<file path="config.mk">
export PLATFORM = sky130hd
export DESIGN_NAME = pac_cordic_cell
export DESIGN_NICKNAME = d
export VERILOG_FILES = /design/src/pac_pkg.sv /design/src/pac_cordic_cell.sv
export SDC_FILE = /design/constraint.sdc
export NUM_CORES = 1
export LEC_CHECK = 0
export ABC_AREA = 1
export BUFFER_PORTS_ARGS = -buffer_cell sky130_fd_sc_hd__buf_2
export CORE_ASPECT_RATIO = 0.8
export CORE_MARGIN = 5
export CORE_UTILIZATION = 60
export DETAILED_ROUTE_END_ITERATION = 8
export PLACE_DENSITY = 0.91
export REMOVE_ABC_BUFFERS = 1
export SLEW_MARGIN = 20
export SYNTH_ARGS = -nofsm -noshare
export SYNTH_HDL_FRONTEND = slang
export SYNTH_SLANG_ARGS = --single-unit
</file>
<file path="constraint.sdc">
create_clock -name i_clk -period 2.85 [get_ports i_clk]
set_input_delay 0.1425 -clock i_clk [delete_from_list [all_inputs] [get_ports i_clk]]
set_output_delay 0.1425 -clock i_clk [all_outputs]
set_load 0.005 [all_outputs]
</file>
<file path="src/pac_pkg.sv">
// shared constants, types and tables of the pointing angle calculator
package pac_pkg;

    // field widths
    localparam int COORD_W  = 24;
    localparam int DELTA_W  = COORD_W + 1;
    localparam int ANGLE_W  = 16;
    localparam int GAIN_W   = 16;
    localparam int IN_W     = 6 * COORD_W + 2 * ANGLE_W;
    localparam int OUT_W    = 2 * ANGLE_W;

    // cordic datapath
    localparam int CORDIC_ITER_DEF = 16;
    localparam int ATAN_LEN        = 24;
    localparam int PRESCALE        = 7;
    localparam int CW              = 35;
    localparam int ZW              = 27;

    // square root datapath
    localparam int SQ_W       = 2 * DELTA_W;
    localparam int RAD_W      = 64;
    localparam int RAD_SHIFT  = 14;
    localparam int ROOT_W     = RAD_W / 2;
    localparam int REM_W      = ROOT_W + 3;
    localparam int SQRT_STEPS = ROOT_W;

    // pipeline bookkeeping
    localparam int FRONT_STAGES = 3;
    localparam int TAIL_STAGES  = 2;

    localparam logic [GAIN_W-1:0] GAIN_RESET = 16'd32768;
    localparam logic signed [ZW-1:0] Z_HALF_TURN = 27'sd11796480;

    typedef struct packed {
        logic dx_zero;
        logic dy_zero;
        logic dz_zero;
        logic dx_pos;
        logic dy_pos;
        logic dz_pos;
    } t_flags;

    typedef struct packed {
        logic signed [ANGLE_W-1:0] cur_p;
        logic signed [ANGLE_W-1:0] cur_y;
        logic signed [DELTA_W-1:0] dz;
        t_flags                    flags;
    } t_side;

    // atan(2^-i) in degrees * 2^16
    function automatic logic signed [ZW-1:0] atan_step(input int idx);
        logic signed [ZW-1:0] v;
        begin
            case (idx)
                0:       v = 27'sd2949120;
                1:       v = 27'sd1740967;
                2:       v = 27'sd919879;
                3:       v = 27'sd466945;
                4:       v = 27'sd234379;
                5:       v = 27'sd117304;
                6:       v = 27'sd58666;
                7:       v = 27'sd29335;
                8:       v = 27'sd14668;
                9:       v = 27'sd7334;
                10:      v = 27'sd3667;
                11:      v = 27'sd1833;
                12:      v = 27'sd917;
                13:      v = 27'sd458;
                14:      v = 27'sd229;
                15:      v = 27'sd115;
                16:      v = 27'sd57;
                17:      v = 27'sd29;
                18:      v = 27'sd14;
                19:      v = 27'sd7;
                20:      v = 27'sd4;
                21:      v = 27'sd2;
                22:      v = 27'sd1;
                default: v = '0;
            endcase
            return v;
        end
    endfunction

endpackage

</file>
<file path="src/pac_cordic_cell.sv">
// one vectoring micro-rotation of the cordic chain
module pac_cordic_cell #(
    parameter int P_IDX = 0
) (
    input  logic                          i_clk,
    input  logic                          i_en,
    input  logic signed [pac_pkg::CW-1:0] i_x,
    input  logic signed [pac_pkg::CW-1:0] i_y,
    input  logic signed [pac_pkg::ZW-1:0] i_z,
    output logic signed [pac_pkg::CW-1:0] o_x,
    output logic signed [pac_pkg::CW-1:0] o_y,
    output logic signed [pac_pkg::ZW-1:0] o_z
);
    import pac_pkg::*;

    logic signed [CW-1:0] w_xs, w_ys, n_x, n_y, r_x, r_y;
    logic signed [ZW-1:0] n_z, r_z;

    assign w_xs = i_x >>> P_IDX;
    assign w_ys = i_y >>> P_IDX;

    always_comb begin
        if (!i_y[CW-1]) begin
            n_x = i_x + w_ys;
            n_y = i_y - w_xs;
            n_z = i_z + atan_step(P_IDX);
        end else begin
            n_x = i_x - w_ys;
            n_y = i_y + w_xs;
            n_z = i_z - atan_step(P_IDX);
        end
    end

    always_ff @(posedge i_clk) begin
        if (i_en) begin
            r_x <= n_x;
            r_y <= n_y;
            r_z <= n_z;
        end
    end

    assign o_x = r_x;
    assign o_y = r_y;
    assign o_z = r_z;

endmodule

</file>
After elaboration in Yosys (flattened, before gate mapping):

Index checks and enable logic that the tools add are counted.

* memories kept: 0
* bits in read-only memories: 0
* latch bits: 0
* RAM bits: 0
* output and inout bits: 97
* logic and storage cells: 11
* register bits after elaboration: 97

* shifts and indexed selects: 0
* $add $sub $neg: 5
* magnitude comparators: 0
* bitwise logic cells: 0
* equal/unequal tests: 0
* multiply operators: 0
* reductions and logical operators: 0
* muxes and demuxes: 3
* divide/modulo/power cells: 0

Operator list (number)
* two-way mux 35 bit: 2
* subtractor 35 bit: 2
* adder 35 bit: 1
* adder 27 x 23 -> 27 bit, second input constant: 1
* two-way mux 27 bit: 1
* subtractor 27 x 23 -> 27 bit, second input constant: 1

Longest topological paths before layout:

* depth in word-level cells: 2
* depth in mapped cells: 17

Least setup slack after synthesis:

OpenSTA, ideal clock, no wires.

* path kind: input-to-reg
* from: input port i_y[34] in the netlist's numbering
* to: register r_z[24] (netlist: o_z[24]) (data pin)
* stages: 10
* path slack: 0.892 ns
* arrival time: 1.698 ns
* cell sequence: inv_1 > clkbuf_1 > buf_2 > ha_1 > a21oi_1 > o21ai_0 > a21oi_1 > nor2_1 > nor2_1 > xnor2_1

* word-level cells in the longest chain between the ends: 1

RTL lines
* from (decl): RTL line pac_cordic_cell.sv:8 `input logic signed [pac_pkg::CW-1:0] i_y,`
* two-way mux 27 bit: RTL line pac_cordic_cell.sv:23 `if (!i_y[CW-1]) begin`
* net n_z[24]: RTL line pac_cordic_cell.sv:17 `logic signed [ZW-1:0] n_z, r_z;`
* to (signal assigned): RTL line pac_cordic_cell.sv:38 `r_z <= n_z;`
* to (decl): RTL line pac_cordic_cell.sv:17

The timed path passes the listed nets, and every way through them passes these cells.
A chain may end at the register's enable or synchronous reset.

Worst setup path after layout:

* from: input port i_x[0] in the netlist's numbering
* to: register r_x[24] (netlist: o_x[24]) (data pin)

* word-level cells in the longest chain between the ends: 2

RTL lines
* from (decl): RTL line pac_cordic_cell.sv:7 `input logic signed [pac_pkg::CW-1:0] i_x,`
* adder 35 bit or subtractor 35 bit (tied branches): RTL line pac_cordic_cell.sv:24, pac_cordic_cell.sv:28
* two-way mux 35 bit (*): RTL line pac_cordic_cell.sv:23
* net n_x[24]: RTL line pac_cordic_cell.sv:16 `logic signed [CW-1:0] w_xs, w_ys, n_x, n_y, r_x, r_y;`
* to (signal assigned): RTL line pac_cordic_cell.sv:36 `r_x <= n_x;`
* to (decl): RTL line pac_cordic_cell.sv:16

The timed path passes the listed nets; every way through them passes the cells marked *.

==> run summary <==
GRT busiest layer: met2
Sequential Power Share: 34.9%
vias in the first global route: 11,100
RSZ-0062 raised after global routing: false
per-cell routed wire length: 17.5 um
fmax: 451 MHz
Post-synth EDFFs: 96
Slowest-stage cell, CP: fa_1
ys async rst share: 0%
clock network power share: 24.0%
Psw: 2160 uW
critical path type: in2reg
total CTS buffers: 9
Crit path largest cell delay: 0.50 ns
Slew Limit Fails: 0
Setup Viol. Count Final: 0
post-synth top area share: 26.1%
Initial Utilization: 61.0%
RD Place Congestion: 1.04
top post-synthesis cells by area: edfxtp_1, nand2_1, ha_1, inv_1, nand3_1
Ports: 196
critical path capture point type: register
crit path cell chain: buf_2 -> inv_1 -> ha_1 -> fa_1 -> o21bai_1 -> nand2_1 -> nand2_1 -> nand2_1 -> nand2_1 -> nand2_1 -> nand2_1 -> nand2_1 -> nand3_1 -> nand2_1
Max Cap Violations: 0
DRT iter0 DRCs: 1,456
clock tree from TritonCTS: done
status: complete, no violations
Post-Syn Area: 11,000 um^2
clock sink count: 96
hpwl dp: 29,600 um
CTS clk-pin slew, worst paths: 0.07 ns
VDD IR max: 0.389 mV
most used cell, CP: nand2_1
via count: 11,900
gr usage total: 33.2%
Routed Antenna Nets: 0
Post-CTS Setup Inserts: 0
cell taking the most area after synthesis: edfxtp_1
grt met2 use: 53.1%
M3 GR Usage: 5.79%
IO buf count: 195
initial antenna violation count: 1
die area: 21,200 um^2
Worst-Margin Slew: 0.767 ns
Initial DRT Pass Iterations: 7
Startpoint Class: input pin
die span in y: 131 um
Die Wd: 162 um
FP Rows: 44
first-pass GRT wire length: 56,700 um
Hold Path Class: in2reg
slew margin rel.: 48.9%
period utilisation layout: 77.8%
Final nets: 2,067
Logic pwr share: 41.1%
H-tree depth: 3
Placed Area: 12,100 um^2
DR DRC count: 0
flops & latches, synth: 96
share of cells above drive strength 1: 15.0%
Pint: 3160 uW
Final Hold Fails: 0
vias per cell: 5.68
register area share after synthesis: 26.1%
Unique masters post-synth: 41
power density cells: 425 nW/um^2
CTS root buffer: clkbuf_16
mean post-synth cell area: 6.61 um^2
Tmin final: 2.22 ns
GRT overflow: 0
YS warnings: 0
worst path arrival time: 2.32 ns
area of the core: 18,100 um^2
fin area: 12,500 um^2
GRT met1 Usage: 47.6%
Synth-to-Final Area Change: 13.3%
Leak: 0.00658 uW
largest net degree at the start of global routing: 68
clock buffer depth: 2
CP max FO: 3
setup TNS: 0 ns
Critical Path RT: 2.95 ns
ys flop type: edfxtp_1
Synth Instances: 1,671
WL final: 36,500 um
Switching Share: 40.6%
[power groups by stage]
stage	logic (uW)	registers [uW]	clock network (uW)
floorplan	1280	1910	0
finish	2190	1860	1280
CTS	2120	1850	1280
global route	2410	1870	1340
global placement	2050	1870	0
detailed placement	2090	1880	0
[critical path, delay by kind of cell]
family | cells | cell delay [ns]
buf+inv | 2 | 0.16
fa+ha+maj | 2 | 0.75
compound gates | 1 | 0.39
simple gates | 9 | 0.87
[repair_timing]
item,in CTS,in global routing
hold buffers,16,0
gates resized for setup,0,0
endpoints found under the hold margin,16,0
[sequential cells by signal (all words and copies together) (netlist names)]
| name | count |
|---|---|
| o_y | 34 |
| o_x | 35 |
| o_z | 27 |
[layer usage]
layer / wire length (um) / share of wire [%] / vias up
met5: 0 / 0 / -
met4: 778 / 2.1 / 0
met3: 3970 / 11 / 57
met2: 15900 / 43 / 687
met1: 15900 / 44 / 5386
li1: - / - / 5744
[Yosys cell counts (15+ instances only)]
cell	n
nor3_1	15
xor2_1	36
ha_1	111
nand3_1	160
buf_4	19
edfxtp_1	96
a21oi_1	128
o21ai_0	84
o21ai_1	15
nor2_1	120
nand2_1	473
inv_1	268
[metrics by stage]
stage | worst slack (ns) | utilization (%) | cells | power [uW] | hold WS, ns
final | 0.633 | 69.1 | 2089 | 5320 | 0.165
after global routing | 0.546 | 69.1 | 2089 | 5620 | 0.176
after CTS | 0.756 | 69.1 | 2088 | 5260 | 0.153
after detailed placement | 0.422 | 66.5 | 2056 | 3970 | 0.321
after global placement | 0.469 | 66.5 | 2056 | 3920 | 0.319
after floorplan | 0.224 | - | 1624 | 3190 | 0.241
[final cells by class]
type / instances / area (um^2)
sequential: 96 / 2880
timing repair buffer: 218 / 1200
tap: 230 / 288
clock buffer: 9 / 225
fill: 1587 / 5600
multi-input combinational: 1249 / 6790
antenna: 1 / 2.50
clock inverter: 7 / 76.3
inverter: 279 / 1050
[path summary, 6_finish.rpt]
| kind | startpoint | to | slack [ns] | cells past startpoint |
|---|---|---|---|---|
| worst min-delay path | i_z[16] | o_z[16] | 0.17 | 2 |
| worst max-delay path | i_x[0] | o_x[24] | 0.63 | 14 |
[cell families (layout without fill, tap and decap cells)]
| group | after synthesis | count (layout) | share of synthesized area, % |
|---|---|---|---|
| compound gates | 260 | 260 | 12.5 |
| fa+ha+maj | 115 | 115 | 13.3 |
| simple gates | 832 | 832 | 32.3 |
| other cells | 0 | 1 | 0 |
| flops | 96 | 96 | 26.1 |
| buf+inv | 326 | 513 | 12.4 |
| mux | 1 | 1 | 0.0906 |
| xor+xnor | 41 | 41 | 3.25 |
[cells in the final DEF, fill, tap and decap left out, drive strengths merged, types with 14 or more instances in the layout]
cell type      n
buf          202
nor2         136
dlygate4sd3   16
a21oi        130
o21ai        103
o21bai        14
nand2        489
ha           111
inv          282
nand3        163
xor2          36
edfxtp        96
nor3          19
Power figures use the tool's default switching activity.
