===== src/pac_pkg.sv =====
// shared constants, types and tables of the pointing angle calculator
package pac_pkg;

    // field widths
    localparam int COORD_W  = 24;
    localparam int DELTA_W  = COORD_W + 1;
    localparam int ANGLE_W  = 16;
    localparam int GAIN_W   = 16;
    localparam int IN_W     = 6 * COORD_W + 2 * ANGLE_W;
    localparam int OUT_W    = 2 * ANGLE_W;

    // cordic datapath
    localparam int CORDIC_ITER_DEF = 16;
    localparam int ATAN_LEN        = 24;
    localparam int PRESCALE        = 7;
    localparam int CW              = 35;
    localparam int ZW              = 27;

    // square root datapath
    localparam int SQ_W       = 2 * DELTA_W;
    localparam int RAD_W      = 64;
    localparam int RAD_SHIFT  = 14;
    localparam int ROOT_W     = RAD_W / 2;
    localparam int REM_W      = ROOT_W + 3;
    localparam int SQRT_STEPS = ROOT_W;

    // pipeline bookkeeping
    localparam int FRONT_STAGES = 3;
    localparam int TAIL_STAGES  = 2;

    localparam logic [GAIN_W-1:0] GAIN_RESET = 16'd32768;
    localparam logic signed [ZW-1:0] Z_HALF_TURN = 27'sd11796480;

    typedef struct packed {
        logic dx_zero;
        logic dy_zero;
        logic dz_zero;
        logic dx_pos;
        logic dy_pos;
        logic dz_pos;
    } t_flags;

    typedef struct packed {
        logic signed [ANGLE_W-1:0] cur_p;
        logic signed [ANGLE_W-1:0] cur_y;
        logic signed [DELTA_W-1:0] dz;
        t_flags                    flags;
    } t_side;

    // atan(2^-i) in degrees * 2^16
    function automatic logic signed [ZW-1:0] atan_step(input int idx);
        logic signed [ZW-1:0] v;
        begin
            case (idx)
                0:       v = 27'sd2949120;
                1:       v = 27'sd1740967;
                2:       v = 27'sd919879;
                3:       v = 27'sd466945;
                4:       v = 27'sd234379;
                5:       v = 27'sd117304;
                6:       v = 27'sd58666;
                7:       v = 27'sd29335;
                8:       v = 27'sd14668;
                9:       v = 27'sd7334;
                10:      v = 27'sd3667;
                11:      v = 27'sd1833;
                12:      v = 27'sd917;
                13:      v = 27'sd458;
                14:      v = 27'sd229;
                15:      v = 27'sd115;
                16:      v = 27'sd57;
                17:      v = 27'sd29;
                18:      v = 27'sd14;
                19:      v = 27'sd7;
                20:      v = 27'sd4;
                21:      v = 27'sd2;
                22:      v = 27'sd1;
                default: v = '0;
            endcase
            return v;
        end
    endfunction

endpackage


===== src/pac_sqrt_cell.sv =====
// one root digit of the pipelined integer square root
module pac_sqrt_cell (
    input  logic                          i_clk,
    input  logic                          i_en,
    input  logic [pac_pkg::REM_W-1:0]     i_rem,
    input  logic [pac_pkg::ROOT_W-1:0]    i_root,
    input  logic [pac_pkg::RAD_W-1:0]     i_rad,
    output logic [pac_pkg::REM_W-1:0]     o_rem,
    output logic [pac_pkg::ROOT_W-1:0]    o_root,
    output logic [pac_pkg::RAD_W-1:0]     o_rad
);
    import pac_pkg::*;

    logic [REM_W-1:0]  w_shift, w_trial, n_rem, r_rem;
    logic [ROOT_W-1:0] n_root, r_root;
    logic [RAD_W-1:0]  n_rad, r_rad;
    logic              w_fit;

    // bring down the next two radicand bits
    assign w_shift = {i_rem[REM_W-3:0], i_rad[RAD_W-1 -: 2]};
    assign w_trial = {{(REM_W-ROOT_W-2){1'b0}}, i_root, 2'b01};
    assign w_fit   = (w_shift >= w_trial);
    assign n_rem   = w_fit ? (w_shift - w_trial) : w_shift;
    assign n_root  = {i_root[ROOT_W-2:0], w_fit};
    assign n_rad   = {i_rad[RAD_W-3:0], 2'b00};

    always_ff @(posedge i_clk) begin
        if (i_en) begin
            r_rem  <= n_rem;
            r_root <= n_root;
            r_rad  <= n_rad;
        end
    end

    assign o_rem  = r_rem;
    assign o_root = r_root;
    assign o_rad  = r_rad;

endmodule


===== config.mk =====
export PLATFORM = sky130hd
export DESIGN_NAME = pac_sqrt_cell
export DESIGN_NICKNAME = d
export VERILOG_FILES = /design/src/pac_pkg.sv /design/src/pac_sqrt_cell.sv
export SDC_FILE = /design/constraint.sdc
export NUM_CORES = 1
export LEC_CHECK = 0
export BUFFER_PORTS_ARGS = -buffer_cell sky130_fd_sc_hd__buf_2
export CAP_MARGIN = 30
export CELL_PAD_IN_SITES_DETAIL_PLACEMENT = 0
export CELL_PAD_IN_SITES_GLOBAL_PLACEMENT = 1
export CORE_ASPECT_RATIO = 1.1
export CORE_MARGIN = 3
export CORE_UTILIZATION = 37
export DETAILED_ROUTE_END_ITERATION = 10
export GPL_ROUTABILITY_DRIVEN = 0
export PLACE_DENSITY_LB_ADDON = 0.1
export SKIP_CTS_REPAIR_TIMING = 1
export SLEW_MARGIN = 25
export SYNTH_ARGS = -nofsm -noshare
export SYNTH_HDL_FRONTEND = slang
export SYNTH_SLANG_ARGS = --single-unit

===== constraint.sdc =====
create_clock -name i_clk -period 2.9 [get_ports i_clk]
set_clock_uncertainty 0.05 [all_clocks]
set_input_delay 0.145 -clock i_clk [delete_from_list [all_inputs] [get_ports i_clk]]
set_output_delay 0.145 -clock i_clk [all_outputs]
set_load 0.05 [all_outputs]

**Word level (Yosys, flattened, before mapping)**

Index checks and enable logic that the tools add are counted.

- Bits in registers: 129

- Add/subtract/negate cells: 1
- Magnitude comparators: 1
- Muxes and demuxes: 1

Operators with widths:

| cell | number |
|---|---|
| $ge 35x34->1 | 1 |
| $mux 35 | 1 |
| $sub 35x34->35 | 1 |

**Depth between registers and ports, before layout**

- Word-level depth: 2
- Gate-level depth with buffers: 13
- Depth with buffers taken out: 10

**Worst setup path after synthesis**

Ideal clock, no wire load.

- Path kind: input -> register
- From: input i_root[5] in the netlist's numbering
- To: register r_rem[28] (netlist: o_rem[28]) (data pin)
- Arrival time: 2,184 ps
- Required time: 2,590 ps
- Path slack: 406 ps
- Cell stages on the path: 10
- Path buffers: 0
- Cells stage by stage: inv_1 ha_1 a211oi_1 o21bai_1 nor4_2 o21ai_2 a211oi_1 o221ai_1 xnor2_1 mux2_2

- Cells in the longest elaborated chain, start to end: 2

Ends and longest elaborated chain:

| item | RTL line | source |
|---|---|---|
| start: declaration | pac_sqrt_cell.sv:6 | `input logic [pac_pkg::ROOT_W-1:0] i_root,` |
| $sub 35x34->35 or $ge 35x34->1 (tied branches) | pac_sqrt_cell.sv:23, pac_sqrt_cell.sv:22 |  |
| $mux 35 * | pac_sqrt_cell.sv:23 | `assign n_rem = w_fit ? (w_shift - w_trial) : w_shift;` |
| net n_rem[28] | pac_sqrt_cell.sv:14 | `logic [REM_W-1:0] w_shift, w_trial, n_rem, r_rem;` |
| end signal: assignment | pac_sqrt_cell.sv:29 | `r_rem <= n_rem;` |
| end: declaration | pac_sqrt_cell.sv:14 |  |

The timed path passes the listed nets; every way through them passes the cells marked *.
A chain may end at the register's enable or synchronous reset.

**Final worst setup path**

- From: input i_root[3] in the netlist's numbering
- To: register r_rem[8] (netlist: o_rem[8]) (data pin)

The elaborated chain is that of the path after synthesis.

==> summary.txt <==
Critical path
  – Type of element launching the critical path: primary input
  – Arr. time, crit path: roughly 2.8 ns
  – Critical path cell sequence: dlygate4sd3_1 -> buf_2 -> inv_1 -> ha_1 -> nor2_1 -> a311o_1 -> a211oi_2 -> o31ai_2 -> o21ai_4 -> buf_12 -> mux2_1
  – CP peak stage delay: between 0.5 and 0.6 ns
  – Worst Path Max Fanout: 25
  – Critical Path RT: about 3.0 ns
  – CP max-delay cell: dlygate4sd3_1
  – CP Capture Type: register
  – Kind of critical path: primary input to register

Floorplanning
  – Std-Cell Rows: 49
  – IO Count: around 260
  – Die width: around 130 um
  – Die Ht: around 140 um
  – Starting density of the core: a little under two fifths
  – Std-Cell Core Area: 0.01655 mm^2
  – Die Area: ~0.019 mm^2

STA
  – Pins Over Slew Limit: 0
  – Final number of setup-violating endpoints: 0
  – WHS: roughly 0.0015 ns
  – Slew Limit Headroom: between 30% and 40%
  – Unrepaired setup endpoints after global routing: no
  – Fin crit period: roughly 2.7 ns
  – Hold Vio Cnt, Final: 0
  – FMAX: approximately 370 MHz
  – Worst-Margin Slew: between 0.9 and 1 ns
  – Fin Setup TNS: 0 ns
  – Tcrit/Tclk final: 93.72%
  – Worst setup margin: between 0.15 and 0.2 ns

Layout
  – Fin area: around 0.0096 mm^2
  – Post-layout util: between 50 and 60%
  – Fin nets: ~1100
  – Layout cell share with drive strength beyond 1: 37.40%
  – Area growth from synthesis to layout: 51.34%
  – Post-Layout Cell Count: 1105
  – # diodes: 0

Power and ir drop
  – Pleak: 4.228 nW
  – Total power: ~6.1 mW
  – Peak VDD IR: around 0.00034 V
  – PwrDens: between 600 and 700 mW/mm^2

Routing
  – Vias/cell: 4.824
  – DRT iter0 DRCs: 252
  – DR pass1 iterations: 4
  – Antenna viol nets, final: 0
  – Drc violations: 0
  – Via count: around 5300
  – Final WL: 17.60 mm
  – Post-DR wirelength/cell: approximately 16 um

Yosys
  – Post-Syn Area: roughly 0.0063 mm^2
  – Ys flop type: edfxtp_1
  – Yosys reg bits: between 100 and 150
  – Synth area leader: edfxtp_1
  – Syn Area/Cell: roughly 13 um^2
  – Asr flop ratio synth: 0%
  – Gate Count Post-Synth: roughly 500
  – Post-synth top area share: 61.23%
  – Post-synth EDFFs: between 100 and 150
  – Distinct cells, synth: 60
  – Number of synthesis warnings: 0
  – Synth top area cells: edfxtp_1 61%, ha_1 6.7%, a21oi_1 3.6%
  – Seq/Total Area, Yosys: 61.23%

Global route
  – GRT overflow: 0
  – First-pass GRT wire length: between 20 and 25 mm
  – Initial antenna violation count: 2
  – Vias in the first global route: 4869
  – Total track usage: between 15 and 20%
  – Pin count of the biggest net entering global routing: 130

Clock network
  – CTS tree: built
  – Worst-path clk slew: 0.06 ns
  – Max Root-Sink Buffers: 2
  – Clk sinks: 129
  – Total CTS buffers: 17
  – CTS H-tree depth: 4
  – Root buf cell: clkbuf_16

Placement
  – Cell area after placement: between 0.008 and 0.009 mm^2
  – Dpl cells: a little under 1000
  – DP HPWL: 12.47 mm
  – Placement Setup Slack: 0.1000 ns
  – PortBufs: 259

Run
  – Max-cap viol count: 0

Hold path
  – Worst hold-check path type: primary input to register

Run status
  – Outcome: complete, no violations
[state kept, by name, summed over array words and instances, names as in the netlist]
signal and cells:
o_rad 62, o_rem 35, o_root 32
[cells by family (layout without fill, tap and decap cells)]
logic type / after synthesis / in the layout / share of synthesized area, %
flip-flops: 129 / 129 / 61.23
AO/OA/AOI/OAI: 121 / 121 / 12.78
AND/OR/NAND/NOR: 110 / 110 / 8.287
buffers and inverters: 59 / 460 / 4.134
adder cells (fa/ha/maj): 34 / 34 / 6.725
XOR/XNOR: 31 / 31 / 4.292
multiplexers: 14 / 14 / 2.492
other: 1 / 2 / 0.05928
[worst paths after layout]
kind	start	to	slack (ns)	cells past startpoint
hold / removal	i_rem[6]	o_rem[8]	0.001	2
setup / recovery	i_root[3]	o_rem[8]	0.18	11
[cell type report]
type                       instances  area [um^2]
multi-input combinational        312         2202
sequential                       129         3874
clock buffer                      17        425.4
timing repair buffer             382         2502
clock inverter                    15        142.6
tap                              204        255.2
fill                            1412         6979
inverter                          46        172.7
[cells in the final DEF, fill, tap and decap left out, types with 3 or more instances in the layout]
cell type and count:
nor3_1 10, nand2_1 20, mux2_2 6, a311oi_1 3, o21bai_1 3, or3_1 4
nor2_1 45, a211oi_1 3, nor4_1 3, a31oi_1 3, clkbuf_16 17, o21a_1 3
buf_4 22, mux2i_1 3, a21oi_2 4, o31a_1 3, buf_2 258, xnor2_1 21
inv_1 46, nor2b_1 4, mux2_1 4, and3_1 5, inv_6 5, a21oi_1 46
dlygate4sd3_1 99, edfxtp_1 129, a21o_1 8, o21ai_0 20, inv_8 4, ha_1 34
o211ai_1 5, nand4_1 9, xor2_1 10
[power breakdown]
part,internal (mW),total (mW),switching (mW)
clock,1.14,2.04,0.902
combinational,0.564,1.74,1.17
sequential,2.28,2.32,0.0410
[critical path, delay by kind of cell]
kind,cells,cell delay [ns]
AO/OA/AOI/OAI,4,1.08
multiplexers,1,0.34
buffers and inverters,4,0.91
adder cells (fa/ha/maj),1,0.24
AND/OR/NAND/NOR,1,0.09
[cells in the mapped netlist, drive strengths merged (3+ instances only)]
cell / instances
edfxtp: 129
a21oi: 50
inv: 46
nor2: 45
ha: 34
o21ai: 22
xnor2: 21
nand2: 20
buf: 11
mux2: 11
nor3: 10
xor2: 10
nand4: 9
a21o: 8
o211ai: 6
and3: 5
a211oi: 4
nor2b: 4
nor4: 4
or3: 4
a311oi: 3
a31oi: 3
mux2i: 3
o21a: 3
o21bai: 3
o31a: 3
[per-layer routing]
| metal | wire length (um) | global-route usage, % | vias up |
|---|---|---|---|
| li1 | - | - | 2642 |
| met1 | 6961 | 19.22 | 2477 |
| met2 | 9157 | 29.56 | 182 |
| met3 | 1179 | 4.602 | 26 |
| met4 | 280 | 5.956 | 4 |
| met5 | 21 | 0 | - |
No activity file was read; power rests on OpenSTA's default activity.
