### config.mk
export PLATFORM = sky130hd
export DESIGN_NAME = pac_tail
export DESIGN_NICKNAME = d
export VERILOG_FILES = /design/src/pac_pkg.sv /design/src/pac_tail.sv
export SDC_FILE = /design/constraint.sdc
export NUM_CORES = 2
export LEC_CHECK = 0
export BUFFER_PORTS_ARGS = -buffer_cell sky130_fd_sc_hd__buf_2
export CAP_MARGIN = 10
export CORE_AREA = 10 10 286 288
export DETAILED_ROUTE_END_ITERATION = 7
export DIE_AREA = 0 0 296 298
export PLACE_DENSITY = 0.56
export SYNTH_ARGS = -nofsm -noshare
export SYNTH_HDL_FRONTEND = slang
export SYNTH_SLANG_ARGS = --single-unit
### constraint.sdc
create_clock -name i_clk -period 16.3 [get_ports i_clk]
set_input_delay 2.445 -clock i_clk [delete_from_list [all_inputs] [get_ports i_clk]]
set_output_delay 2.445 -clock i_clk [all_outputs]
set_load 0.01 [all_outputs]
### src/pac_pkg.sv
// shared constants, types and tables of the pointing angle calculator
package pac_pkg;

    // field widths
    localparam int COORD_W  = 24;
    localparam int DELTA_W  = COORD_W + 1;
    localparam int ANGLE_W  = 16;
    localparam int GAIN_W   = 16;
    localparam int IN_W     = 6 * COORD_W + 2 * ANGLE_W;
    localparam int OUT_W    = 2 * ANGLE_W;

    // cordic datapath
    localparam int CORDIC_ITER_DEF = 16;
    localparam int ATAN_LEN        = 24;
    localparam int PRESCALE        = 7;
    localparam int CW              = 35;
    localparam int ZW              = 27;

    // square root datapath
    localparam int SQ_W       = 2 * DELTA_W;
    localparam int RAD_W      = 64;
    localparam int RAD_SHIFT  = 14;
    localparam int ROOT_W     = RAD_W / 2;
    localparam int REM_W      = ROOT_W + 3;
    localparam int SQRT_STEPS = ROOT_W;

    // pipeline bookkeeping
    localparam int FRONT_STAGES = 3;
    localparam int TAIL_STAGES  = 2;

    localparam logic [GAIN_W-1:0] GAIN_RESET = 16'd32768;
    localparam logic signed [ZW-1:0] Z_HALF_TURN = 27'sd11796480;

    typedef struct packed {
        logic dx_zero;
        logic dy_zero;
        logic dz_zero;
        logic dx_pos;
        logic dy_pos;
        logic dz_pos;
    } t_flags;

    typedef struct packed {
        logic signed [ANGLE_W-1:0] cur_p;
        logic signed [ANGLE_W-1:0] cur_y;
        logic signed [DELTA_W-1:0] dz;
        t_flags                    flags;
    } t_side;

    // atan(2^-i) in degrees * 2^16
    function automatic logic signed [ZW-1:0] atan_step(input int idx);
        logic signed [ZW-1:0] v;
        begin
            case (idx)
                0:       v = 27'sd2949120;
                1:       v = 27'sd1740967;
                2:       v = 27'sd919879;
                3:       v = 27'sd466945;
                4:       v = 27'sd234379;
                5:       v = 27'sd117304;
                6:       v = 27'sd58666;
                7:       v = 27'sd29335;
                8:       v = 27'sd14668;
                9:       v = 27'sd7334;
                10:      v = 27'sd3667;
                11:      v = 27'sd1833;
                12:      v = 27'sd917;
                13:      v = 27'sd458;
                14:      v = 27'sd229;
                15:      v = 27'sd115;
                16:      v = 27'sd57;
                17:      v = 27'sd29;
                18:      v = 27'sd14;
                19:      v = 27'sd7;
                20:      v = 27'sd4;
                21:      v = 27'sd2;
                22:      v = 27'sd1;
                default: v = '0;
            endcase
            return v;
        end
    endfunction

endpackage

### src/pac_tail.sv
// angle conversion, special cases and smoothing blend
module pac_tail (
    input  logic                                i_clk,
    input  logic                                i_en,
    input  logic        [pac_pkg::GAIN_W-1:0]   i_gain,
    input  pac_pkg::t_side                      i_side,
    input  logic signed [pac_pkg::ZW-1:0]       i_yaw_z,
    input  logic signed [pac_pkg::ZW-1:0]       i_pitch_z,
    output logic signed [pac_pkg::ANGLE_W-1:0]  o_new_pitch,
    output logic signed [pac_pkg::ANGLE_W-1:0]  o_new_yaw
);
    import pac_pkg::*;

    localparam int QW    = ZW - 9;
    localparam int SAT_W = 20;
    localparam int DW    = ANGLE_W + 1;
    localparam int PW    = 2 * DW;
    localparam int SHW   = PW - 15;
    localparam logic signed [ZW-1:0]    Q97_RND  = ZW'(256);
    localparam logic signed [PW-1:0]    PROD_RND = PW'(16384);
    localparam logic signed [SAT_W-1:0] LIM_180  = SAT_W'(23040);
    localparam logic signed [SAT_W-1:0] LIM_89   = SAT_W'(11392);
    localparam logic signed [ANGLE_W-1:0] A_180  = ANGLE_W'(23040);
    localparam logic signed [ANGLE_W-1:0] A_90   = ANGLE_W'(11520);
    localparam logic signed [ANGLE_W-1:0] A_89   = ANGLE_W'(11392);

    function automatic logic signed [ANGLE_W-1:0] sat(
        input logic signed [SAT_W-1:0] v,
        input logic signed [SAT_W-1:0] lim
    );
        logic signed [SAT_W-1:0] r;
        begin
            r = v;
            if (v > lim) begin
                r = lim;
            end else if (v < -lim) begin
                r = -lim;
            end
            return r[ANGLE_W-1:0];
        end
    endfunction

    // stage t0: target angles
    logic signed [ZW-1:0]      w_yrnd, w_prnd;
    logic signed [QW-1:0]      w_yq, w_pq;
    logic signed [SAT_W-1:0]   w_yq_x, w_pneg;
    logic signed [ANGLE_W-1:0] n_tgt_p, n_tgt_y, r_tgt_p, r_tgt_y, r_cur_p0, r_cur_y0;

    // stage t1: blend products
    logic signed [DW-1:0]      w_dp, w_dy, w_gs;
    logic signed [PW-1:0]      r_prod_p, r_prod_y;
    logic signed [ANGLE_W-1:0] r_cur_p1, r_cur_y1;

    // output side
    logic signed [PW-1:0]      w_rp, w_ry;
    logic signed [SHW-1:0]     w_shp, w_shy;
    logic signed [SAT_W-1:0]   w_bp, w_by;

    // degrees * 2^16 to q9.7 with round half up
    assign w_yrnd = i_yaw_z + Q97_RND;
    assign w_prnd = i_pitch_z + Q97_RND;
    assign w_yq   = w_yrnd[ZW-1:9];
    assign w_pq   = w_prnd[ZW-1:9];
    assign w_yq_x = {{(SAT_W-QW){w_yq[QW-1]}}, w_yq};
    assign w_pneg = SAT_W'(0) - {{(SAT_W-QW){w_pq[QW-1]}}, w_pq};

    always_comb begin
        if (i_side.flags.dx_zero && i_side.flags.dy_zero) begin
            n_tgt_y = '0;
        end else if (i_side.flags.dy_zero) begin
            n_tgt_y = i_side.flags.dx_pos ? ANGLE_W'(0) : A_180;
        end else if (i_side.flags.dx_zero) begin
            n_tgt_y = i_side.flags.dy_pos ? A_90 : (ANGLE_W'(0) - A_90);
        end else begin
            n_tgt_y = sat(w_yq_x, LIM_180);
        end

        if (i_side.flags.dz_zero) begin
            n_tgt_p = '0;
        end else if (i_side.flags.dx_zero && i_side.flags.dy_zero) begin
            // straight up or down clamps at the limit
            n_tgt_p = i_side.flags.dz_pos ? (ANGLE_W'(0) - A_89) : A_89;
        end else begin
            n_tgt_p = sat(w_pneg, LIM_89);
        end
    end

    always_ff @(posedge i_clk) begin
        if (i_en) begin
            r_tgt_p  <= n_tgt_p;
            r_tgt_y  <= n_tgt_y;
            r_cur_p0 <= i_side.cur_p;
            r_cur_y0 <= i_side.cur_y;
        end
    end

    assign w_dp = {r_tgt_p[ANGLE_W-1], r_tgt_p} - {r_cur_p0[ANGLE_W-1], r_cur_p0};
    assign w_dy = {r_tgt_y[ANGLE_W-1], r_tgt_y} - {r_cur_y0[ANGLE_W-1], r_cur_y0};
    assign w_gs = {1'b0, i_gain};

    always_ff @(posedge i_clk) begin
        if (i_en) begin
            r_prod_p <= PW'(w_dp) * PW'(w_gs);
            r_prod_y <= PW'(w_dy) * PW'(w_gs);
            r_cur_p1 <= r_cur_p0;
            r_cur_y1 <= r_cur_y0;
        end
    end

    assign w_rp  = r_prod_p + PROD_RND;
    assign w_ry  = r_prod_y + PROD_RND;
    assign w_shp = w_rp[PW-1:15];
    assign w_shy = w_ry[PW-1:15];
    assign w_bp  = {{(SAT_W-ANGLE_W){r_cur_p1[ANGLE_W-1]}}, r_cur_p1}
                 + {{(SAT_W-SHW){w_shp[SHW-1]}}, w_shp};
    assign w_by  = {{(SAT_W-ANGLE_W){r_cur_y1[ANGLE_W-1]}}, r_cur_y1}
                 + {{(SAT_W-SHW){w_shy[SHW-1]}}, w_shy};

    assign o_new_pitch = sat(w_bp, LIM_180);
    assign o_new_yaw   = sat(w_by, LIM_180);

endmodule

### Word level (Yosys, flattened, before mapping)

Cells that the tools add are included.

* bits of input ports: 135
* output and inout bits: 32
* bits in registers: 164

* order comparisons: 8
* multipliers: 2
* reductions and logical operators: 1
* $add $sub $neg: 9
* multiplexer cells: 14

Operator list (count)
* $mux 16: 13
* $add 34x16->34 const B: 2
* $mul 17x17->34: 2
* $add 27x10->27 const B: 2
* $add 16x19->20: 2
* $gt 20x16->1 const B: 2
* $lt 20x16->1 const B: 2
* $sub 16x16->17: 2
* $gt 19x15->1 const B: 1
* $lt 19x15->1 const B: 1
* $sub 1x18->19 const A: 1
* $gt 18x16->1 const B: 1
* $lt 18x16->1 const B: 1
* $mux 15: 1
* $logic_and 1x1->1: 1

### Logic depth before layout (Yosys ltp)

* word-level depth: 6
* gate-level depth with buffers: 36

### Worst setup path before layout

OpenSTA, ideal clock, no wires.

* kind: input-to-reg
* from: input port i_gain[2] (netlist name)
* to: register r_prod_y[32] (data pin)
* buffers on the path: 2
* setup time: 0.258 ns
* cell stages on the path: 25
* setup slack: 7.686 ns
* arrival: 8.356 ns
* required time: 16.042 ns
* cells stage by stage: clkbuf_1 clkbuf_1 nand2_1 fa_1 fa_1 inv_1 fa_1 inv_1 fa_1 inv_1 fa_1 inv_1 fa_1 inv_1 ha_1 and3_1 a31oi_1 nand4bb_1 o2111a_1 a31o_2 o41a_1 a21oi_1 nand2_1 a21oi_1 xnor2_1

* longest elaborated chain between the ends: 1

Ends and longest elaborated chain
* start, declared: line pac_tail.sv:5 `input logic [pac_pkg::GAIN_W-1:0] i_gain,`
* $mul 17x17->34: line pac_tail.sv:104 `r_prod_y <= PW'(w_dy) * PW'(w_gs);`
* end signal, assigned: line pac_tail.sv:104
* end, declared: line pac_tail.sv:51 `logic signed [PW-1:0] r_prod_p, r_prod_y;`

No other way between the ends.
A chain may end at the register's enable or synchronous reset.

### Worst setup path in the final report

* from: register r_cur_y0[0]
* to: register r_prod_y[32] (data pin)

* longest elaborated chain between the ends: 2

Ends and longest elaborated chain
* start, declared: line pac_tail.sv:47 `logic signed [ANGLE_W-1:0] n_tgt_p, n_tgt_y, r_tgt_p, r_tgt_y, r_cur_p0, r_cur_y0;`
* start signal, assigned: line pac_tail.sv:93 `r_cur_y0 <= i_side.cur_y;`
* $sub 16x16->17: line pac_tail.sv:98 `assign w_dy = {r_tgt_y[ANGLE_W-1], r_tgt_y} - {r_cur_y0[ANGLE_W-1], r_cur_y0};`
* $mul 17x17->34: line pac_tail.sv:104

No other way between the ends.

==> metrics <==
CTS root buffer=clkbuf_16; worst hold path type=reg -> reg; Synth Warn #=0; # IOs=167; Top FF cell, synth=edfxtp_1; Total Nets Final=between 4k and 5k; share of synthesized registers carrying an async set or reset=0; Post-synth top cells=inv_1 (740), fa_1 (547), nand2_1 (365), ha_1 (247), and2_1 (226); Area Overhead vs Synth=7.533%; CTS tree=yes; Crit path arrival time=10010 ps; row count=101; Core Area=0.07570 mm2; initial antenna violation count=1; fillers=7521; CP Class=reg -> reg; unrepaired setup endpoints after global routing=no; Avg Inst Size Synth=just over 9 um2; syn_nets=4315; dpl hpwl=approximately 56000 um; share of the synthesized area in the top cell type=0.3539; H-tree levels=4; PostCTS Resize Cnt=0; Worst setup EP type=flop; GR Util All Layers=0.1718; DR vias/cell=~5.0; post-synthesis sequential area ratio=0.1320; clk slew on worst S/H paths=~60 ps; post-synth top area cell=fa_1; Storage cell area=a little over 0.004 mm2; number of max-cap violations=0; Cells after Synth=3386; most frequent cell after synthesis=inv_1; first-pass GRT wire length=122200 um; global placement routability congestion=0.8098; final wirelength=~72000 um; cell area after synthesis=0.03094 mm2; Worst path most repeated cell=fa_1; fmax=102.2 MHz; Clock Skew=approximately 9.8 ps; largest net degree at the start of global routing=70; fin crit period=9789 ps; Largest stage delay, worst path=540 ps; final hold vios=0; final worst-path cycle share=0.6005; CTS Buf Count=17; die area=0.08821 mm2; Multi-input gate area=0.02371 mm2; 1st-pass router iterations=5; Startpoint Class=flop; share of layout cells above drive strength 1=0.06875; initial drt markers=928; Max Buffers Root-to-Sink=2; post-synth cell types=86; crit path max fanout=16; Starting Density=0.4088; vias in the first global route=23.51k; Post-CTS Setup Repair Bufs=0; DIE WIDTH=approximately 300 um; Worst-Margin Slew=958.3 ps; clock latency on the worst-skew pair=roughly 470 ps; flops & latches, synth=roughly 140; slew margin rel.=0.3580; Die H=298 um; Remaining DRCs=0; setup TNS=0 ps; via count=22.19k; CP max-delay cell=fa_1; Sink Count=about 140; synth top area cells=fa_1 (35%), edfxtp_1 (13%), ha_1 (10%); port bufs=roughly 130; Detail Route Antenna Nets=0; fin. max-slew vios=0; DR WL/cell=roughly 16 um; number of enable flip-flop cells after synthesis=136; CTS Hold Buffers Added=0; Final setup viols=0; Crit path required time=roughly 17000 ps; total grt overflow=0; outcome=complete, no violations
[metal layers]
layer  up-vias  wire, um  global-route usage
met2       298     35490              0.2914
met5         -        20                   0
met4         2       977             0.03635
met3        48      2422             0.01763
met1     11160     33390              0.2343
li1      10680         -                   -
[sequential cells by signal, summed over array words and instances, names as in the netlist]
name      flops
r_cur_p0     16
r_cur_p1     16
r_cur_y0     16
r_cur_y1     16
r_prod_p     20
r_prod_y     20
r_tgt_p      16
r_tgt_y      16
[worst paths after layout]
path / start / to / slack [ps] / cells after the start
worst min register to register: r_cur_p0[15]$_DFFE_PP_ / r_cur_p1[15]$_DFFE_PP_ / 450 / 0
worst max-delay path: r_cur_y0[0]$_DFFE_PP_ / r_prod_y[32]$_DFFE_PP_ / 6510 / 33
worst max register to register: r_cur_y0[0]$_DFFE_PP_ / r_prod_y[32]$_DFFE_PP_ / 6510 / 33
worst min-delay path: r_cur_p0[15]$_DFFE_PP_ / r_cur_p1[15]$_DFFE_PP_ / 450 / 0
[per-stage QoR]
stage,hold WS [ps],util,worst slack (ps),cell area [um2],std cells
2_1_floorplan,426.4,-,7686,30940,3386
3_3_place_gp,443.6,0.4316,6657,32670,4408
6_report,449.6,0.4396,6511,33280,4441
5_1_grt,463.6,0.4396,5951,33270,4440
4_1_cts,451.3,0.4396,6576,33270,4440
3_5_place_dp,436.1,0.4316,6620,32670,4408
[logic make-up (layout without fill, tap and decap cells)]
| logic type | after synthesis | in the layout | share of synthesized area |
|---|---|---|---|
| multiplexers | 5 | 5 | 0.001698 |
| AO/OA/AOI/OAI | 347 | 347 | 0.07686 |
| buffers and inverters | 853 | 929 | 0.1053 |
| AND/OR/NAND/NOR | 1040 | 1040 | 0.1701 |
| other | 0 | 1 | 0 |
| XOR/XNOR | 209 | 209 | 0.05960 |
| adder cells (fa/ha/maj) | 796 | 796 | 0.4544 |
| flip-flops | 136 | 136 | 0.1320 |
[final cells by class]
type                            instances  area share
Antenna cell                            1  0.00007520
Clock buffer                           18     0.01290
Clock inverter                         14    0.005189
Inverter                              740     0.08347
Multi-Input combinational cell       2397      0.7127
Sequential cell                       136      0.1227
Tap cell                              978     0.03677
Timing Repair Buffer                  157     0.02621
[worst max-delay path: cells and delay by family, from the launching register on]
family	cells	cell delay (ps)
and+or+nand+nor	4	650
adders and majority gates	9	4060
buffers and inverters	4	440
xor gates and xnor gates	1	80
AOI/OAI and AO/OA	15	3860
DFF	1	410
[placed cells by master (no fill, tap or decap), drive strengths merged, types with 14 or more instances in the layout]
master,n
fa,547
clkbuf,18
inv,744
xor2,68
a21o,25
xnor2,140
nand2,365
or3,18
nand3,52
nand3b,16
buf,157
o21a,21
and3,20
a21oi,84
nor3,45
o21ai,65
nand4,22
nor2,131
and2,226
nor2b,68
a31oi,14
nand2b,29
ha,247
edfxtp,136
Power is left out: the tool's default activity adds up to more than one toggle a clock period on the data nets, which glitch-free logic cannot reach.
