--- config.mk ---
export PLATFORM = sky130hd
export DESIGN_NAME = pac_front
export DESIGN_NICKNAME = d
export VERILOG_FILES = /design/src/pac_pkg.sv /design/src/pac_front.sv
export SDC_FILE = /design/constraint.sdc
export NUM_CORES = 2
export LEC_CHECK = 0
export BUFFER_PORTS_ARGS = -buffer_cell sky130_fd_sc_hd__buf_4
export CORE_MARGIN = 10
export CORE_UTILIZATION = 52
export DETAILED_ROUTE_END_ITERATION = 10
export GPL_ROUTABILITY_DRIVEN = 0
export HOLD_SLACK_MARGIN = 0.02
export PLACE_DENSITY = 0.7
export SKIP_LAST_GASP = 1
export SYNTH_ARGS = -nofsm -noshare
export SYNTH_HDL_FRONTEND = slang
export SYNTH_SLANG_ARGS = --single-unit
--- constraint.sdc ---
create_clock -name i_clk -period 20.1 [get_ports i_clk]
set_input_delay 4.02 -clock i_clk [delete_from_list [all_inputs] [get_ports i_clk]]
set_output_delay 4.02 -clock i_clk [all_outputs]
set_load 0.005 [all_outputs]
--- src/pac_pkg.sv ---
// shared constants, types and tables of the pointing angle calculator
package pac_pkg;

    // field widths
    localparam int COORD_W  = 24;
    localparam int DELTA_W  = COORD_W + 1;
    localparam int ANGLE_W  = 16;
    localparam int GAIN_W   = 16;
    localparam int IN_W     = 6 * COORD_W + 2 * ANGLE_W;
    localparam int OUT_W    = 2 * ANGLE_W;

    // cordic datapath
    localparam int CORDIC_ITER_DEF = 16;
    localparam int ATAN_LEN        = 24;
    localparam int PRESCALE        = 7;
    localparam int CW              = 35;
    localparam int ZW              = 27;

    // square root datapath
    localparam int SQ_W       = 2 * DELTA_W;
    localparam int RAD_W      = 64;
    localparam int RAD_SHIFT  = 14;
    localparam int ROOT_W     = RAD_W / 2;
    localparam int REM_W      = ROOT_W + 3;
    localparam int SQRT_STEPS = ROOT_W;

    // pipeline bookkeeping
    localparam int FRONT_STAGES = 3;
    localparam int TAIL_STAGES  = 2;

    localparam logic [GAIN_W-1:0] GAIN_RESET = 16'd32768;
    localparam logic signed [ZW-1:0] Z_HALF_TURN = 27'sd11796480;

    typedef struct packed {
        logic dx_zero;
        logic dy_zero;
        logic dz_zero;
        logic dx_pos;
        logic dy_pos;
        logic dz_pos;
    } t_flags;

    typedef struct packed {
        logic signed [ANGLE_W-1:0] cur_p;
        logic signed [ANGLE_W-1:0] cur_y;
        logic signed [DELTA_W-1:0] dz;
        t_flags                    flags;
    } t_side;

    // atan(2^-i) in degrees * 2^16
    function automatic logic signed [ZW-1:0] atan_step(input int idx);
        logic signed [ZW-1:0] v;
        begin
            case (idx)
                0:       v = 27'sd2949120;
                1:       v = 27'sd1740967;
                2:       v = 27'sd919879;
                3:       v = 27'sd466945;
                4:       v = 27'sd234379;
                5:       v = 27'sd117304;
                6:       v = 27'sd58666;
                7:       v = 27'sd29335;
                8:       v = 27'sd14668;
                9:       v = 27'sd7334;
                10:      v = 27'sd3667;
                11:      v = 27'sd1833;
                12:      v = 27'sd917;
                13:      v = 27'sd458;
                14:      v = 27'sd229;
                15:      v = 27'sd115;
                16:      v = 27'sd57;
                17:      v = 27'sd29;
                18:      v = 27'sd14;
                19:      v = 27'sd7;
                20:      v = 27'sd4;
                21:      v = 27'sd2;
                22:      v = 27'sd1;
                default: v = '0;
            endcase
            return v;
        end
    endfunction

endpackage

--- src/pac_front.sv ---
// delta vector, squares, radicand and yaw cordic pre-rotation
module pac_front (
    input  logic                                 i_clk,
    input  logic                                 i_en,
    input  logic signed [pac_pkg::COORD_W-1:0]   i_from_x,
    input  logic signed [pac_pkg::COORD_W-1:0]   i_from_y,
    input  logic signed [pac_pkg::COORD_W-1:0]   i_from_z,
    input  logic signed [pac_pkg::COORD_W-1:0]   i_to_x,
    input  logic signed [pac_pkg::COORD_W-1:0]   i_to_y,
    input  logic signed [pac_pkg::COORD_W-1:0]   i_to_z,
    input  logic signed [pac_pkg::ANGLE_W-1:0]   i_current_pitch,
    input  logic signed [pac_pkg::ANGLE_W-1:0]   i_current_yaw,
    output logic        [pac_pkg::RAD_W-1:0]     o_rad,
    output pac_pkg::t_side                       o_side,
    output logic signed [pac_pkg::CW-1:0]        o_yx,
    output logic signed [pac_pkg::CW-1:0]        o_yy,
    output logic signed [pac_pkg::ZW-1:0]        o_yz
);
    import pac_pkg::*;

    // stage 0: deltas
    logic signed [DELTA_W-1:0] r_dx, r_dy, r_dz;
    logic signed [ANGLE_W-1:0] r_cur_p, r_cur_y;

    // stage 1: squares and yaw start point
    logic        [DELTA_W-1:0] w_ax, w_ay;
    logic        [SQ_W-1:0]    r_sqx, r_sqy;
    t_side                     n_side1, r_side1;
    logic signed [CW-1:0]      w_x0, w_y0, n_yx, n_yy, r_yx1, r_yy1;
    logic signed [ZW-1:0]      n_yz, r_yz1;

    // stage 2: radicand
    logic        [SQ_W-1:0]    w_sum;
    logic        [RAD_W-1:0]   r_rad;
    t_side                     r_side2;
    logic signed [CW-1:0]      r_yx2, r_yy2;
    logic signed [ZW-1:0]      r_yz2;

    always_ff @(posedge i_clk) begin
        if (i_en) begin
            r_dx    <= {i_to_x[COORD_W-1], i_to_x} - {i_from_x[COORD_W-1], i_from_x};
            r_dy    <= {i_to_y[COORD_W-1], i_to_y} - {i_from_y[COORD_W-1], i_from_y};
            r_dz    <= {i_to_z[COORD_W-1], i_to_z} - {i_from_z[COORD_W-1], i_from_z};
            r_cur_p <= i_current_pitch;
            r_cur_y <= i_current_yaw;
        end
    end

    assign w_ax = r_dx[DELTA_W-1] ? (DELTA_W'(0) - r_dx) : r_dx;
    assign w_ay = r_dy[DELTA_W-1] ? (DELTA_W'(0) - r_dy) : r_dy;

    // scaled by 2^7 before the cordic
    assign w_x0 = {{(CW-DELTA_W-PRESCALE){r_dx[DELTA_W-1]}}, r_dx, PRESCALE'(0)};
    assign w_y0 = {{(CW-DELTA_W-PRESCALE){r_dy[DELTA_W-1]}}, r_dy, PRESCALE'(0)};

    always_comb begin
        n_side1.cur_p         = r_cur_p;
        n_side1.cur_y         = r_cur_y;
        n_side1.dz            = r_dz;
        n_side1.flags.dx_zero = (r_dx == '0);
        n_side1.flags.dy_zero = (r_dy == '0);
        n_side1.flags.dz_zero = (r_dz == '0);
        n_side1.flags.dx_pos  = !r_dx[DELTA_W-1];
        n_side1.flags.dy_pos  = !r_dy[DELTA_W-1];
        n_side1.flags.dz_pos  = !r_dz[DELTA_W-1];
        // left half plane: rotate by a half turn first
        if (r_dx[DELTA_W-1]) begin
            n_yx = CW'(0) - w_x0;
            n_yy = CW'(0) - w_y0;
            n_yz = r_dy[DELTA_W-1] ? (ZW'(0) - Z_HALF_TURN) : Z_HALF_TURN;
        end else begin
            n_yx = w_x0;
            n_yy = w_y0;
            n_yz = '0;
        end
    end

    always_ff @(posedge i_clk) begin
        if (i_en) begin
            r_sqx   <= SQ_W'(w_ax) * SQ_W'(w_ax);
            r_sqy   <= SQ_W'(w_ay) * SQ_W'(w_ay);
            r_side1 <= n_side1;
            r_yx1   <= n_yx;
            r_yy1   <= n_yy;
            r_yz1   <= n_yz;
        end
    end

    assign w_sum = r_sqx + r_sqy;

    always_ff @(posedge i_clk) begin
        if (i_en) begin
            r_rad   <= {w_sum, RAD_SHIFT'(0)};
            r_side2 <= r_side1;
            r_yx2   <= r_yx1;
            r_yy2   <= r_yy1;
            r_yz2   <= r_yz1;
        end
    end

    assign o_rad  = r_rad;
    assign o_side = r_side2;
    assign o_yx   = r_yx2;
    assign o_yy   = r_yy2;
    assign o_yz   = r_yz2;

endmodule

Word level (Yosys, flattened, before mapping)
Index checks and enable logic that the tools add are counted.
Storage, ports and cells
  output and inout bits: 224
  register bits after elaboration: 573
  word-level logic and storage cells: 55
  bits of input ports: 178
Operators by class
  $add $sub $neg: 8
  reduce and logical (&&, ||, !) cells: 6
  multiply operators: 2
  multiplexer cells: 5
Operators by type and width (number)
  $mul A25 B25 Y50: 2
  $logic_not A25 Y1: 3
  $sub A24 B24 Y25: 3
  $sub A1 B32 Y33 const A: 2
  $add A50 B50 Y50: 1
  $mux W25: 2
  $sub A1 B25 Y25 const A: 2
  $mux W35: 1
  $mux W31: 1
  $mux W27: 1
  $logic_not A1 Y1: 3

Logic depth before layout (Yosys ltp)
  word-level depth: 3
  gate-level depth with buffers: 40

Least setup slack after synthesis
Ideal clock, no wire load.
  path kind: register to register
  from: reg r_dy[0]
  to: reg r_sqy[49], data pin
  period minus slack after synthesis: 9.930 ns
  required time: 19.835 ns
  library setup time: 0.265 ns
  arrival time: 9.665 ns
  path slack: 10.170 ns
  stages on the path, launching flop included: 39
  cells stage by stage: edfxtp_1 -> buf_2 -> inv_1 -> clkbuf_1 -> clkbuf_1 -> ha_1 -> or3b_2 -> or3_1 -> or3_1 -> nor2_1 -> nand3_1 -> or3_1 -> nand2_1 -> xor2_1 -> inv_1 -> clkbuf_1 -> nand2_1 -> fa_1 -> [... 3 more ...] -> inv_1 -> fa_1 -> fa_1 -> inv_1 -> fa_1 -> fa_1 -> ha_1 -> clkbuf_1 -> a21o_1 -> a21o_1 -> a21oi_1 -> nor2_1 -> a21oi_1 -> o211ai_1 -> a311oi_1 -> o41ai_1 -> a221oi_1 -> xnor2_1
Between the ends
  longest elaborated chain between the ends: 3
RTL lines
  start: declaration: RTL line pac_front.sv:22  | logic signed [DELTA_W-1:0] r_dx, r_dy, r_dz;
  start signal: assignment: RTL line pac_front.sv:42  | r_dy <= {i_to_y[COORD_W-1], i_to_y} - {i_from_y[COORD_W-1], i_from_y};
  $sub A1 B25 Y25: RTL line pac_front.sv:50  | assign w_ay = r_dy[DELTA_W-1] ? (DELTA_W'(0) - r_dy) : r_dy;
  $mux W25 *: RTL line pac_front.sv:50
  $mul A25 B25 Y50 *: RTL line pac_front.sv:81  | r_sqy <= SQ_W'(w_ay) * SQ_W'(w_ay);
  end signal: assignment: RTL line pac_front.sv:81
  end: declaration: RTL line pac_front.sv:27  | logic [SQ_W-1:0] r_sqx, r_sqy;
Mark *: on every way between the ends. The rest lies on a longest branch, timed or not.
A chain may end at the register's enable or synchronous reset.

Final worst setup path
Same ends and word-level chain as after synthesis.

==> impl_results.md <==
* Post-synth EDFFs at between 400 and 500
* Total Routing Usage GR at between 20% and 30%
* Min-Delay Path Class: flop to flop
* FMAX at about 87 MHz
* First-pass GRT wire length at roughly 220,000 um
* GRT overflow at 0
* CP max stage delay at 0.74 ns
* Worst Setup SP: r_dy[0]
* Final Hold Viols at 0
* Syn-to-layout area delta at 10.5%
* Total wire length at around 140,000 um
* Yosys reg bits at around 500
* Die ar. at approximately 0.12 sq mm
* Syn_area_per_cell at approximately 10 sq um
* Synth Warn # at 0
* Worst-Skew Late Latency at around 0.67 ns
* Sequential area share after synthesis at 25.8%
* Area contributors post-synth: fa_1 33%, edfxtp_1 26%, ha_1 11%
* Status: completed
* Initial antenna violation count at 2
* Layout cells sized above 1 at approximately 9.2%
* Final Cycle Share at a little under three fifths
* Setup crit start kind: flop
* Die width at between 300 and 400 um
* Row cnt at about 120
* Hold Crit Start: r_yy1[31]
* Post-synth top cells: 1,398 x inv_1, 937 x fa_1, 489 x edfxtp_1, 483 x ha_1, 470 x nand2_1
* Critical path arrival at between 10 and 15 ns
* Worst path depth at 34
* Routed wire per std cell at roughly 19 um
* TritonCTS buffer count at 53
* Router iterations before antenna repair at 6
* Clock transition at path regs at around 0.070 ns
* Antenna Cells at 0
* Fillers at approximately 9,200
* Fin. max-slew vios at 0
* Worst path slowest cell: inv_1
* Pin count of the biggest net entering global routing at 89
* Count of input and output buffers at around 360
* Setup CP Type: flop to flop
* Floorplan Core Area at roughly 0.11 sq mm
* Max Clock Skew at 0.0559 ns
* Initial DRC count at between 2,000 and 3,000
* Max cap viols at 0
* # Post-CTS Setup Buffers at 0
* Pre-CTS setup slack at a little under 9 ns
* Cell Area, Synth at 0.0568 sq mm
* H-tree levels at 2
* Unrepaired setup endpoints after global routing: false
* Bufs on Longest Clock Path at 3
* Synth Flop Type: edfxtp_1
* FF-to-FF Start: r_dy[0]
* DRT antenna net count at 0
* Post-Syn Instances at around 5,500
* Worst setup margin at around 8.6 ns
* HPWL Detailed at between 100,000 and 150,000 um
* Number of placed cells counting well taps at just over 7,000
* Vias in the first global route at approximately 42,000
* Nets at roughly 7,400
* Most Frequent Cell on Critical Path: fa_1
* Worst path top cell family by delay: adder cells
* Final setup vio count at 0
* Crit path time final at between 10 and 15 ns
* Worst R2R Path Depth at 34
* DR DRC count at 0
* Post-DR vias/cell at between 5 and 6
* Worst slew margin at between 10% and 20%
* Post-synthesis cell type with the largest combined area: fa_1
* Resize count post-CTS at 0
* # hold bufs at CTS at 0
* Initial Util at 52.3%
* I/O pins at between 400 and 500
* Tightest Pin Transition at 1.29 ns
* Most common cell in the netlist: inv_1
* Buf/Inv on CP at 6
* CTS tree: yes
* Cell Count, Final, Fillers Out at around 7,300
* CP max FO at 20
* Die H at roughly 350 um
* WHS Path Cells at 0
* DR vias at 39,052
* CP Capture Type: flop
* Asr flop ratio synth at 0%
* Yosys cell types at roughly 80
* CTS root buf: clkbuf_16
* Critical Path RT at 20.50 ns
* Clk sink count at around 490
* Yosys top cell area share at around 33%
* Setup TNS at 0 ns
==> layout make-up <==
class | count | area, sq um | share of cell area, %
tap | 1414 | 1770 | 2.82
sequential | 489 | 14700 | 23.4
clock inverter | 33 | 294 | 0.469
multi-input combinational | 3445 | 36200 | 57.6
clock buffer | 65 | 1390 | 2.22
timing repair buffer | 415 | 3120 | 4.98
inverter | 1421 | 5340 | 8.50
==> through the flow <==
step / hold slack [ns] / area [sq um] / util, %
5_1_grt: 0.419 / 62800 / 57.7
3_3_place_gp: 0.400 / 61100 / 56.2
2_1_floorplan: 0.400 / 57000 / -
6_report: 0.413 / 62800 / 57.7
3_5_place_dp: 0.405 / 61100 / 56.2
4_1_cts: 0.411 / 62800 / 57.7
==> worst reg2reg max path: cells and delay by family, from the launching register on <==
kind,cells,cell delay (ns)
adder cells (fa/ha/maj),9,4.28
XOR/XNOR,2,0.18
flip-flops,1,0.63
AND/OR/NAND/NOR,9,2.49
buffers and inverters,6,1.55
AO/OA/AOI/OAI,8,2.16
==> cells in the final DEF (no fill, tap or decap), types with 8 or more instances in the layout <==
cell type	netlist	routed
ha_1	483	483
and2_1	43	43
a21o_1	101	101
o21ai_0	107	107
a211oi_1	14	14
clkinv_1	14	26
clkbuf_1	112	11
xor2_1	82	75
inv_1	1398	1398
a31oi_1	22	22
and3_1	17	17
edfxtp_1	489	489
nand3_1	39	39
a21boi_0	11	10
o21a_1	34	34
buf_4	56	414
nor3_1	32	32
o211ai_1	12	12
clkbuf_16	0	54
fa_1	937	937
conb_1	1	47
nor4_1	16	16
nor2_1	374	374
a21oi_1	149	149
a221oi_1	9	9
xnor2_1	183	178
nand4_1	30	30
inv_2	8	8
nand2b_1	30	30
o31ai_1	20	20
or3_1	23	23
o21bai_1	18	18
nor2b_1	34	34
nand2_1	470	470
or2_2	10	10
==> flip-flops by register name, indices dropped and copies added (netlist names) <==
register,count
o_yy,26
r_sqx,49
r_yy1,25
o_yz,3
r_cur_y,16
r_cur_p,16
o_rad,50
r_dx,25
r_dz,25
r_side1,63
r_sqy,49
r_yz1,3
r_yx1,25
o_side,63
o_yx,26
r_dy,25
==> final timing paths <==
path | end | slack [ns]
hold reg to reg | o_yy[31] | 0.41
hold / removal | o_yy[31] | 0.41
setup reg to reg | r_sqy[49] | 8.61
setup / recovery | r_sqy[49] | 8.61
==> layer usage <==
metal  vias to the layer above  part of all wire, %  global-route usage, %
met5                         -                    0                      0
met4                         0                  4.2                   9.03
met3                       349                  9.8                   5.33
li1                      17635                    -                      -
met2                      1632                   47                   37.9
met1                     19436                   39                   29.9
==> cells by family (layout without fill, tap and decap cells) <==
| logic type | count (synthesis) | count (layout) | synth area share (%) |
|---|---|---|---|
| adder cells (fa/ha/maj) | 1420 | 1420 | 43.7 |
| buffers and inverters | 1603 | 1934 | 11.0 |
| multiplexers | 3 | 3 | 0.0529 |
| XOR/XNOR | 267 | 267 | 4.16 |
| AO/OA/AOI/OAI | 566 | 566 | 6.50 |
| AND/OR/NAND/NOR | 1142 | 1142 | 8.80 |
| other | 1 | 47 | 0.00660 |
| flip-flops | 489 | 489 | 25.8 |
Power is not shown: default switching activity piles up to over one toggle a cycle in this logic, so the estimate is an artifact.
